### src/design/lbd_pkg.sv
// Shared constants and types for the LZSS block decompressor.
// Used by lbd_ring, lbd_parser and lzss_block_decompressor_top; no dependencies.
package lbd_pkg;

    localparam int RING_DEPTH  = 4096;
    localparam int MAX_MATCH   = 18;
    localparam int COUNT_BITS  = 24;
    localparam int MATCH_BIAS  = 3;

    localparam int RING_AW     = $clog2(RING_DEPTH);
    localparam int FILL_W      = $clog2(RING_DEPTH + 1);
    localparam int LEN_W       = $clog2(MAX_MATCH + 1);
    localparam int REM_W       = 15;

    localparam logic [RING_AW-1:0]    RING_START = RING_AW'(RING_DEPTH - MAX_MATCH);
    localparam logic [FILL_W-1:0]     FILL_FULL  = FILL_W'(RING_DEPTH);
    localparam logic [COUNT_BITS-1:0] COUNT_MAX  = '1;
    localparam logic [7:0]            SPACE_CHAR = 8'h20;
    localparam logic [7:0]            FLAG_SENTINEL = 8'hFF;

    // Commands from the parser to the ring memory.
    typedef struct packed {
        logic               restart;
        logic               wr_en;
        logic [7:0]         wr_data;
        logic               rd_en;
        logic [RING_AW-1:0] rd_addr;
    } t_ring_cmd;

    // One output byte handed to the output register.
    typedef struct packed {
        logic       vld;
        logic [7:0] data;
        logic       last;
        logic       done;
    } t_emit;

endpackage

### src/design/lbd_parser.sv
// Stream parser and match copy sequencer: block headers, flag bytes, literals,
// and ring copies. Depends on lbd_pkg; drives lbd_ring through t_ring_cmd.
module lbd_parser (
    input  logic                            i_clk,
    input  logic                            i_rst_n,
    input  logic                            i_in_valid,
    output logic                            o_in_ready,
    input  logic [7:0]                      i_in_byte,
    input  logic                            i_cfg_we,
    input  logic [lbd_pkg::COUNT_BITS-1:0]  i_cfg_data,
    input  logic                            i_can_emit,
    input  logic [7:0]                      i_ring_data,
    output lbd_pkg::t_ring_cmd              o_ring_cmd,
    output lbd_pkg::t_emit                  o_emit
);

    typedef enum logic [2:0] {
        ST_HDR_HI,
        ST_HDR_LO,
        ST_STORED,
        ST_NEXT,
        ST_TOKEN,
        ST_MATCH_HI,
        ST_COPY
    } t_state;

    t_state                         r_state, n_state;
    logic [7:0]                     r_held, n_held;
    logic [lbd_pkg::REM_W-1:0]      r_rem, n_rem;
    logic [15:0]                    r_flag, n_flag;
    logic [lbd_pkg::COUNT_BITS-1:0] r_count, n_count;
    logic [lbd_pkg::COUNT_BITS-1:0] r_total, n_total;
    logic [lbd_pkg::RING_AW-1:0]    r_rd_addr, n_rd_addr;
    logic [lbd_pkg::LEN_W-1:0]      r_reads, n_reads;
    logic [lbd_pkg::LEN_W-1:0]      r_emits, n_emits;
    logic                           r_pend, n_pend;
    logic                           r_end, n_end;

    logic                           acc;
    logic [lbd_pkg::COUNT_BITS-1:0] cnt_inc;
    logic [lbd_pkg::REM_W-1:0]      rem_dec;
    logic                           blk_end;

    assign o_in_ready = (r_state != ST_COPY) && i_can_emit;
    assign acc        = i_in_valid && o_in_ready;
    assign cnt_inc    = (r_count == lbd_pkg::COUNT_MAX) ? r_count : r_count + 1'b1;
    assign rem_dec    = r_rem - 1'b1;
    assign blk_end    = (rem_dec == '0);

    always_comb begin
        logic [15:0] hdr;
        logic [15:0] shifted;
        logic        do_tok;
        logic        tok_bit;
        logic        issue;
        logic        last;

        hdr       = {r_held, i_in_byte};
        shifted   = {1'b0, r_flag[15:1]};
        do_tok    = 1'b0;
        tok_bit   = 1'b0;
        issue     = 1'b0;
        last      = 1'b0;

        n_state   = r_state;
        n_held    = r_held;
        n_rem     = r_rem;
        n_flag    = r_flag;
        n_count   = r_count;
        n_total   = i_cfg_we ? i_cfg_data : r_total;
        n_rd_addr = r_rd_addr;
        n_reads   = r_reads;
        n_emits   = r_emits;
        n_pend    = r_pend;
        n_end     = r_end;

        o_ring_cmd         = '0;
        o_ring_cmd.rd_addr = r_rd_addr;
        o_emit             = '0;

        unique case (r_state)
            ST_HDR_HI: begin
                // Once the expected total is reached, further input is swallowed.
                if (acc && (r_count < r_total)) begin
                    n_held  = i_in_byte;
                    n_state = ST_HDR_LO;
                end
            end
            ST_HDR_LO: begin
                if (acc) begin
                    n_rem = hdr[lbd_pkg::REM_W-1:0];
                    if (!hdr[15]) begin
                        o_ring_cmd.restart = 1'b1;
                        n_flag             = '0;
                    end
                    if (hdr[lbd_pkg::REM_W-1:0] == '0) begin
                        n_state = ST_HDR_HI;
                    end else begin
                        n_state = hdr[15] ? ST_STORED : ST_NEXT;
                    end
                end
            end
            ST_STORED: begin
                if (acc) begin
                    n_rem        = rem_dec;
                    o_emit.vld   = 1'b1;
                    o_emit.data  = i_in_byte;
                    last         = 1'b1;
                    if (blk_end) begin
                        n_state = ST_HDR_HI;
                    end
                end
            end
            ST_NEXT: begin
                if (acc) begin
                    n_rem = rem_dec;
                    // The sentinel high byte marks when eight flags have been used.
                    if (!shifted[8]) begin
                        n_flag  = {lbd_pkg::FLAG_SENTINEL, i_in_byte};
                        n_state = blk_end ? ST_HDR_HI : ST_TOKEN;
                    end else begin
                        n_flag  = shifted;
                        do_tok  = 1'b1;
                        tok_bit = shifted[0];
                    end
                end
            end
            ST_TOKEN: begin
                if (acc) begin
                    n_rem   = rem_dec;
                    do_tok  = 1'b1;
                    tok_bit = r_flag[0];
                end
            end
            ST_MATCH_HI: begin
                if (acc) begin
                    n_rem     = rem_dec;
                    n_rd_addr = {i_in_byte[7:4], r_held};
                    n_reads   = lbd_pkg::LEN_W'(i_in_byte[3:0]) +
                                lbd_pkg::LEN_W'(lbd_pkg::MATCH_BIAS);
                    n_emits   = lbd_pkg::LEN_W'(i_in_byte[3:0]) +
                                lbd_pkg::LEN_W'(lbd_pkg::MATCH_BIAS);
                    n_pend    = 1'b0;
                    n_end     = blk_end;
                    n_state   = ST_COPY;
                end
            end
            ST_COPY: begin
                // One byte per cycle while the output has room: the read issued now returns next cycle,
                // and the byte is emitted and written back at the ring's write pointer once it has room.
                if (r_pend && i_can_emit) begin
                    o_emit.vld         = 1'b1;
                    o_emit.data        = i_ring_data;
                    o_ring_cmd.wr_en   = 1'b1;
                    o_ring_cmd.wr_data = i_ring_data;
                    n_emits            = r_emits - 1'b1;
                    last               = (r_emits == lbd_pkg::LEN_W'(1));
                    if (last) begin
                        n_state = r_end ? ST_HDR_HI : ST_NEXT;
                    end
                end
                issue = (r_reads != '0) && (!r_pend || i_can_emit);
                if (issue) begin
                    o_ring_cmd.rd_en = 1'b1;
                    n_rd_addr        = r_rd_addr + 1'b1;
                    n_reads          = r_reads - 1'b1;
                end
                n_pend = issue || (r_pend && !i_can_emit);
            end
            default: begin
                n_state = ST_HDR_HI;
            end
        endcase

        if (do_tok) begin
            if (tok_bit) begin
                o_emit.vld         = 1'b1;
                o_emit.data        = i_in_byte;
                o_ring_cmd.wr_en   = 1'b1;
                o_ring_cmd.wr_data = i_in_byte;
                last               = 1'b1;
                n_state            = ST_NEXT;
            end else begin
                n_held  = i_in_byte;
                n_state = ST_MATCH_HI;
            end
            // A token cut off by the block's end is dropped here.
            if (blk_end) begin
                n_state = ST_HDR_HI;
            end
        end

        if (o_emit.vld) begin
            n_count     = cnt_inc;
            o_emit.last = last;
            o_emit.done = last && ((r_state == ST_COPY) ? r_end : blk_end) &&
                          (cnt_inc >= r_total);
        end
    end

    always_ff @(posedge i_clk) begin
        if (!i_rst_n) begin
            r_state <= ST_HDR_HI;
            r_held  <= '0;
            r_rem   <= '0;
            r_flag  <= '0;
            r_count <= '0;
            r_total <= '0;
            r_reads <= '0;
            r_emits <= '0;
            r_pend  <= 1'b0;
            r_end   <= 1'b0;
        end else begin
            r_state <= n_state;
            r_held  <= n_held;
            r_rem   <= n_rem;
            r_flag  <= n_flag;
            r_count <= n_count;
            r_total <= n_total;
            r_reads <= n_reads;
            r_emits <= n_emits;
            r_pend  <= n_pend;
            r_end   <= n_end;
        end
    end

    always_ff @(posedge i_clk) begin
        r_rd_addr <= n_rd_addr;
    end

`ifndef SYNTHESIS
    a_emit_has_room: assert property (@(posedge i_clk) disable iff (!i_rst_n)
        o_emit.vld |-> i_can_emit)
        else $error("byte emitted while the output register is full");

    a_reads_lead_emits: assert property (@(posedge i_clk) disable iff (!i_rst_n)
        (r_state == ST_COPY) |->
            ((r_reads + lbd_pkg::LEN_W'(r_pend)) == r_emits))
        else $error("copy reads and emits out of step");

    a_done_is_last: assert property (@(posedge i_clk) disable iff (!i_rst_n)
        o_emit.done |-> (o_emit.vld && o_emit.last))
        else $error("stream done flagged on a byte that is not last");

    a_copy_no_ring_restart: assert property (@(posedge i_clk) disable iff (!i_rst_n)
        (r_state == ST_COPY) |-> !o_ring_cmd.restart && !o_in_ready)
        else $error("ring restart or input accepted during a copy");
`endif

endmodule

### config.mk
export PLATFORM = sky130hd
export DESIGN_NAME = lbd_parser
export DESIGN_NICKNAME = d
export VERILOG_FILES = /design/src/design/lbd_pkg.sv /design/src/design/lbd_parser.sv
export SDC_FILE = /design/constraint.sdc
export NUM_CORES = 1
export LEC_CHECK = 0
export ABC_AREA = 0
export BUFFER_PORTS_ARGS = -buffer_cell sky130_fd_sc_hd__buf_2
export CORE_MARGIN = 4
export CORE_UTILIZATION = 50
export DETAILED_ROUTE_END_ITERATION = 12
export PLACE_DENSITY = 0.81
export SETUP_SLACK_MARGIN = 0.1
export SYNTH_ARGS = -nofsm -noshare
export SYNTH_HDL_FRONTEND = slang
export SYNTH_SLANG_ARGS = --single-unit
### constraint.sdc
create_clock -name i_clk -period 4.6 [get_ports i_clk]
set_input_delay 0.46 -clock i_clk [delete_from_list [all_inputs] [get_ports i_clk]]
set_output_delay 0.46 -clock i_clk [all_outputs]
set_load 0.02 [all_outputs]
==> impl_metrics.env, run 1 <==
export IMPL_dr_pass1_iters=5
export IMPL_synth_top_cell_area_share_pct=27.4
export IMPL_synthAdderAreaFrac_pct=9.39
export IMPL_cts_tree="done"
export IMPL_die_area_sq_mm=0.0169
export IMPL_min_period_over_period_pct=96.1
export IMPL_synth_seq_cells=114
export IMPL_clockRootBuffer="clkbuf_16"
export IMPL_crit_path_max_incr_delay_ns=0.50
export IMPL_maxCapViolations=0
export IMPL_fin_crit_ns=4.42
export IMPL_yosys_cell_count_top_type="nor2_1"
export IMPL_min_from="i_cfg_data[2]"
export IMPL_die_x_microns=130
export IMPL_crit_type="reg2out"
export IMPL_grt_pass1_vias=6437
export IMPL_fill_cells=1275
export IMPL_drt_iter0_drc=546
export IMPL_critPathCaptureType="output pin"
export IMPL_core_sq_mm=0.0146
export IMPL_cp_cell_sequence="nand4_1 -> nor3b_2 -> o211ai_4 -> nor3_1 -> xor2_1 -> ha_1 -> nand4_1 -> nor4_1 -> o21ai_0 -> nor2_1 -> a21oi_1 -> a21oi_2 -> buf_2"
export IMPL_drv_slew=0
export IMPL_critical_path_most_common_cell="nand4_1"
export IMPL_clkLatencyLatePin_ns=0.42
export IMPL_synth_area_per_cell_sq_um=8.13
export IMPL_synth_top_family_by_area="simple AND/OR/NAND/NOR gates"
export IMPL_synthTopCellsByCount="nor2_1 (119), dfxtp_1 (102), nand2_1 (78)"
export IMPL_clockBufferDepth=2
export IMPL_rrSetupSlack_ns=1.04
export IMPL_crit_arrival_ns=3.96
export IMPL_area_growth_pct=15.6
export IMPL_hold_end="r_total[2]"
export IMPL_reg2reg_from="r_state[1]"
export IMPL_rows=44
export IMPL_synth_cell_types=72
export IMPL_timing_slew_headroom_pct=23.5
export IMPL_antenna_found_initial=0
export IMPL_clock_skew_ns=0.00784
export IMPL_synth_mux_area_share_pct=5.35
export IMPL_critPathSlowestCell="dfxtp_1"
export IMPL_setup_violations_final=0
export IMPL_vdd_ir_drop_worst_mv=0.287
export IMPL_viasPerCell=6.02
export IMPL_track_usage_pct=22.9
export IMPL_startpoint_type="flop"
export IMPL_postCtsHoldBufs=0
export IMPL_synth_edf_count=12
export IMPL_final_hold_viol_count=0
export IMPL_synth_area_leader_cell="dfxtp_1"
export IMPL_min_path_type="in2reg"
export IMPL_grt_pass1_wl_microns=31400
export IMPL_total_power_mw=3.41
export IMPL_ys_seq_area_share_pct=32.2
export IMPL_drc=0
export IMPL_path_buf_inv=1
export IMPL_grt_max_degree=61
export IMPL_gr_total_overflow=0
export IMPL_clk_pin_slew_worst_paths_ns=0.06
export IMPL_netlist_top_cells_area="dfxtp_1 (27%), ha_1 (9.4%), nor2_1 (6.0%)"
export IMPL_yosys_area_share_simple_pct=21.8
export IMPL_clock_fmax_ghz=0.226
export IMPL_drt_total_wl_microns=19400
export IMPL_nNetsFinal=1070
export IMPL_gp_congestion=0.900
export IMPL_die_h_microns=130
export IMPL_r2r_end="r_count[20]"
export IMPL_vias=7025
export IMPL_syn_cell_area_sq_mm=0.00746
export IMPL_status="finished, final reports clean"
export IMPL_syn_num_nets=1019
export IMPL_crit_fanout=9
export IMPL_clkSinkCount=114
export IMPL_synth_compound_area_share_pct=20.0
export IMPL_cts_buffers=17
export IMPL_async_flop_share_pct=0
export IMPL_p_leak_nw=3.61
export IMPL_routedWlPerCell_microns=16.6
export IMPL_cp_top_family="simple AND/OR/NAND/NOR gates"
export IMPL_postRouteAntennaNets=0
export IMPL_netlist_instances=918
export IMPL_htree_levels=4
export IMPL_synth_xor_area_share_pct=6.34
export IMPL_ys_flop_type="dfxtp_1"
export IMPL_worstMarginPinSlew_ns=1.15
export IMPL_whs_ns=0.276
export IMPL_hpwl_microns=13000
export IMPL_reg2regPathDepth=7
export IMPL_p_per_area_mw_per_mm2=395
export IMPL_required_ns=4.14
export IMPL_io_pins=80
export IMPL_drive_gt1_share_pct=14.7
export IMPL_start_util_pct=51.1
export IMPL_hold_depth=3
export IMPL_synth_warnings=0
export IMPL_placedCellCount=1133
export IMPL_diodes=0
export IMPL_stdcell_count=1166
export IMPL_port_buffers=79
-- where the power goes --
| part | switching [mW] | internal, mW | total [mW] |
|---|---|---|---|
| Combinational | 0.471 | 0.297 | 0.768 |
| Sequential | 0.0985 | 1.07 | 1.17 |
| Clock | 0.469 | 1.00 | 1.47 |
| Total | 1.04 | 2.37 | 3.41 |
-- placed cells by master (no fill, tap or decap), types with 10 or more instances in the layout --
cell type  count
nor2_1       119
dfxtp_1      101
buf_2         79
nand2_1       78
o21ai_0       63
ha_1          56
a21oi_1       52
inv_1         42
mux2i_1       32
xnor2_1       27
xor2_1        26
nand4_1       20
nor3_1        20
nand3_1       19
a21o_1        17
clkbuf_16     17
a211oi_1      12
nor4_1        12
edfxtp_1      12
a31oi_1       10
-- layer usage --
| metal | part of all wire, % | global-route usage, % | up-vias |
|---|---|---|---|
| met5 | 0 | 0 | - |
| met4 | 2.6 | 8.37 | 0 |
| met3 | 7.6 | 5.98 | 52 |
| met2 | 46 | 36.5 | 265 |
| met1 | 43 | 30.0 | 3300 |
| li1 | - | - | 3408 |
-- sequential cells by signal, indices dropped and copies added (netlist names) --
name / count
r_rem: 15
r_pend: 1
r_end: 1
r_reads: 5
r_emits: 5
r_flag: 16
r_held: 8
r_state: 3
r_count: 24
r_rd_addr: 12
r_total: 24
-- cell families (layout without fill, tap and decap cells) --
group                    after synthesis  count (layout)
buffers and inverters                 95             159
XOR/XNOR                              54              54
AO/OA/AOI/OAI                        228             228
flip-flops                           114             114
multiplexers                          39              39
adder cells (fa/ha/maj)               56              56
AND/OR/NAND/NOR                      332             332
-- area by class of cell --
class | count | area, sq um | area share (%)
flip-flops and latches | 114 | 2400 | 27.9
repair buffers | 84 | 433 | 5.02
clock buffers | 18 | 429 | 4.97
multi-input cells | 709 | 4750 | 55.1
inverters | 43 | 161 | 1.87
clock inverters | 14 | 216 | 2.51
well taps | 184 | 230 | 2.67
-- worst reg2reg max path: cells and delay by family (launching register included) --
kind                      cells  cell delay [ns]
buffers and inverters         1             0.45
DFF                           1             0.70
AOI/OAI and AO/OA             1             0.76
xor gates and xnor gates      1             0.17
and+or+nand+nor               4             1.32
-- stage by stage --
stage | setup WS, ns | cell area (sq um) | utilization, % | TNS, ns
2_1_floorplan | 0.989 | 7460 | - | 0
3_3_place_gp | 0.824 | 7920 | 54.3 | 0
3_5_place_dp | 0.699 | 7920 | 54.3 | 0
4_1_cts | 0.132 | 8560 | 58.7 | 0
5_1_grt | -0.0617 | 8630 | 59.1 | -0.0617
6_report | 0.177 | 8630 | 59.1 | 0
-- worst max-delay path by stage --
stage | from | to | slack, ns | depth (start not counted)
after floorplan | r_count[19] | o_emit[0] | 0.99 | 13
after global placement | r_count[19] | o_emit[0] | 0.82 | 13
after detailed placement | r_count[19] | o_emit[0] | 0.70 | 13
after CTS | r_count[19] | o_emit[0] | 0.13 | 13
after global routing | r_count[3] | o_emit[0] | -0.06 | 13
final | r_count[3] | o_emit[0] | 0.18 | 13
-- what timing repair did --
item	in CTS	in global routing
resized for setup	0	10
endpoints found under the setup margin	0	1
setup buffers	0	1
Power figures use the tool's default switching activity.
==> run 2: changes to the inputs <==
CORE_UTILIZATION = 60   (was 50)
PLACE_DENSITY = 0.92   (was 0.81)
==> impl_metrics.env, run 2 (synthesis results as in run 1) <==
export IMPL_status="finished, violations left"
export IMPL_violations="negative setup slack"
export IMPL_fin_crit_ns=4.72
export IMPL_most_common_layout_cells="nor2_1 (119), dfxtp_1 (100), buf_2 (79)"
export IMPL_crit_type="reg2out"
export IMPL_reg_top3="r_count: 24 flops, r_total: 24 flops, r_flag: 16 flops"
export IMPL_drv_slew=0
export IMPL_postCtsHoldBufs=0
export IMPL_dr_pass1_iters=5
export IMPL_grt_pass1_wl_microns=32400
export IMPL_die_h_microns=120
export IMPL_min_period_over_period_pct=103
export IMPL_antenna_found_initial=0
export IMPL_die_x_microns=120
export IMPL_track_usage_pct=27.7
export IMPL_die_area_sq_mm=0.0143
export IMPL_clkSinkCount=114
export IMPL_reg2regPathDepth=7
export IMPL_viasPerCell=6.28
export IMPL_gr_total_overflow=0
export IMPL_drt_iter0_drc=748
export IMPL_io_pins=80
export IMPL_cts_buffers=17
export IMPL_core_sq_mm=0.0121
export IMPL_startpoint_type="flop"
export IMPL_dpl_cell_area_sq_mm=0.00791
export IMPL_hpwl_microns=13400
export IMPL_place_ws_ns=0.743
export IMPL_finalInstanceArea_sq_mm=0.00859
export IMPL_htree_levels=4
export IMPL_clock_fmax_ghz=0.212
export IMPL_layout_commonest_cell="nor2_1"
export IMPL_vdd_ir_drop_worst_mv=0.266
export IMPL_crit_fanout=9
export IMPL_drive_gt1_share_pct=15.3
export IMPL_required_ns=4.14
export IMPL_rrSetupSlack_ns=1.04
export IMPL_postRouteAntennaNets=0
export IMPL_cts_tree="done"
export IMPL_r2r_end="r_count[20]"
export IMPL_min_path_type="in2reg"
export IMPL_clkLatencyLatePin_ns=0.43
export IMPL_clockRootBuffer="clkbuf_16"
export IMPL_p_leak_nw=3.60
export IMPL_routedWlPerCell_microns=17.5
export IMPL_start_util_pct=61.6
export IMPL_final_hold_viol_count=0
export IMPL_p_per_area_mw_per_mm2=389
export IMPL_gp_congestion=0.939
export IMPL_drt_total_wl_microns=20100
export IMPL_clockBufferDepth=2
export IMPL_hold_depth=3
export IMPL_nNetsFinal=1071
export IMPL_reg2reg_from="r_state[1]"
export IMPL_area_growth_pct=15.1
export IMPL_diodes=0
export IMPL_crit_arrival_ns=4.26
export IMPL_port_buffers=79
export IMPL_maxCapViolations=0
export IMPL_drc=0
export IMPL_setup_slack_ns=-0.118
export IMPL_critPathCaptureType="output pin"
export IMPL_rows=40
export IMPL_worstMarginPinSlew_ns=1.14
export IMPL_timing_slew_headroom_pct=23.8
export IMPL_clock_skew_ns=0.0116
export IMPL_fill_cells=878
export IMPL_hold_end="r_total[11]"
export IMPL_vias=7233
export IMPL_grt_pass1_vias=6796
export IMPL_grt_max_degree=59
export IMPL_utilization_pct=70.9
export IMPL_clk_pin_slew_worst_paths_ns=0.06
export IMPL_min_from="i_cfg_data[11]"
export IMPL_setup_tns_final_ns=-0.118
export IMPL_setup_violations_final=1
==> run 2: cell count changes in the layout (fill, tap and decap cells not counted), sizes merged <==
cell,previous run,this run
buf,84,85
bufinv,6,3
clkinv,7,6
clkinvlp,1,2
inv,43,46
==> run 2: worst max-delay path by stage <==
stage                 from   endpoint  slack, ns
4_1_cts         r_count[3]  o_emit[0]       0.17
6_report       r_count[12]  o_emit[0]      -0.12
2_1_floorplan  r_count[19]  o_emit[0]       0.99
3_5_place_dp    r_count[3]  o_emit[0]       0.74
5_1_grt         r_count[3]  o_emit[0]      -0.28
3_3_place_gp   r_count[19]  o_emit[0]       0.85
==> run 2: worst max-delay path: stages (launching register included) <==
cell,delay (ns)
dfxtp_1,0.48
nand4_1,0.24
or4_1,0.64
o211ai_4,0.31
nor3_1,0.14
xor2_1,0.18
ha_1,0.33
nand4_1,0.20
nor4_1,0.49
o21ai_0,0.18
nor2_1,0.15
a21oi_1,0.09
a21oi_1,0.21
buf_2,0.20
==> run 2: layout make-up <==
class                   instances  area, sq um  share of cell area [%]
clock buffers                  18          450                    5.24
clock inverters                14          176                    2.05
inverters                      43          161                    1.88
multi-input cells             709         4750                    55.3
flip-flops and latches        114         2400                    28.0
well taps                     168          210                    2.45
repair buffers                 85          440                    5.13
==> run 2: timing repair <==
item | in CTS | in global routing
buffers inserted | 0 | 1
resized for setup | 0 | 9
endpoints found under the setup margin | 0 | 1
==> run 2: per-layer routing <==
layer / global-route usage (%) / wire length [microns]
met3: 4.95 / 1760
met4: 13.4 / 718
met1: 34.9 / 7970
met2: 46.0 / 9670
met5: 0 / 0
==> run 2: report_power, final <==
part           internal, mW  switching [mW]
Combinational         0.297           0.478
Sequential             1.07           0.102
Clock                 0.889           0.506
==> run 2: through the flow <==
stage / std cells / hold slack [ns] / power [mW]
floorplan: 918 / 0.451 / 1.76
global placement: 1118 / 0.465 / 1.91
detailed placement: 1118 / 0.479 / 1.93
CTS: 1150 / 0.270 / 3.32
global route: 1151 / 0.284 / 3.48
finish: 1151 / 0.275 / 3.34
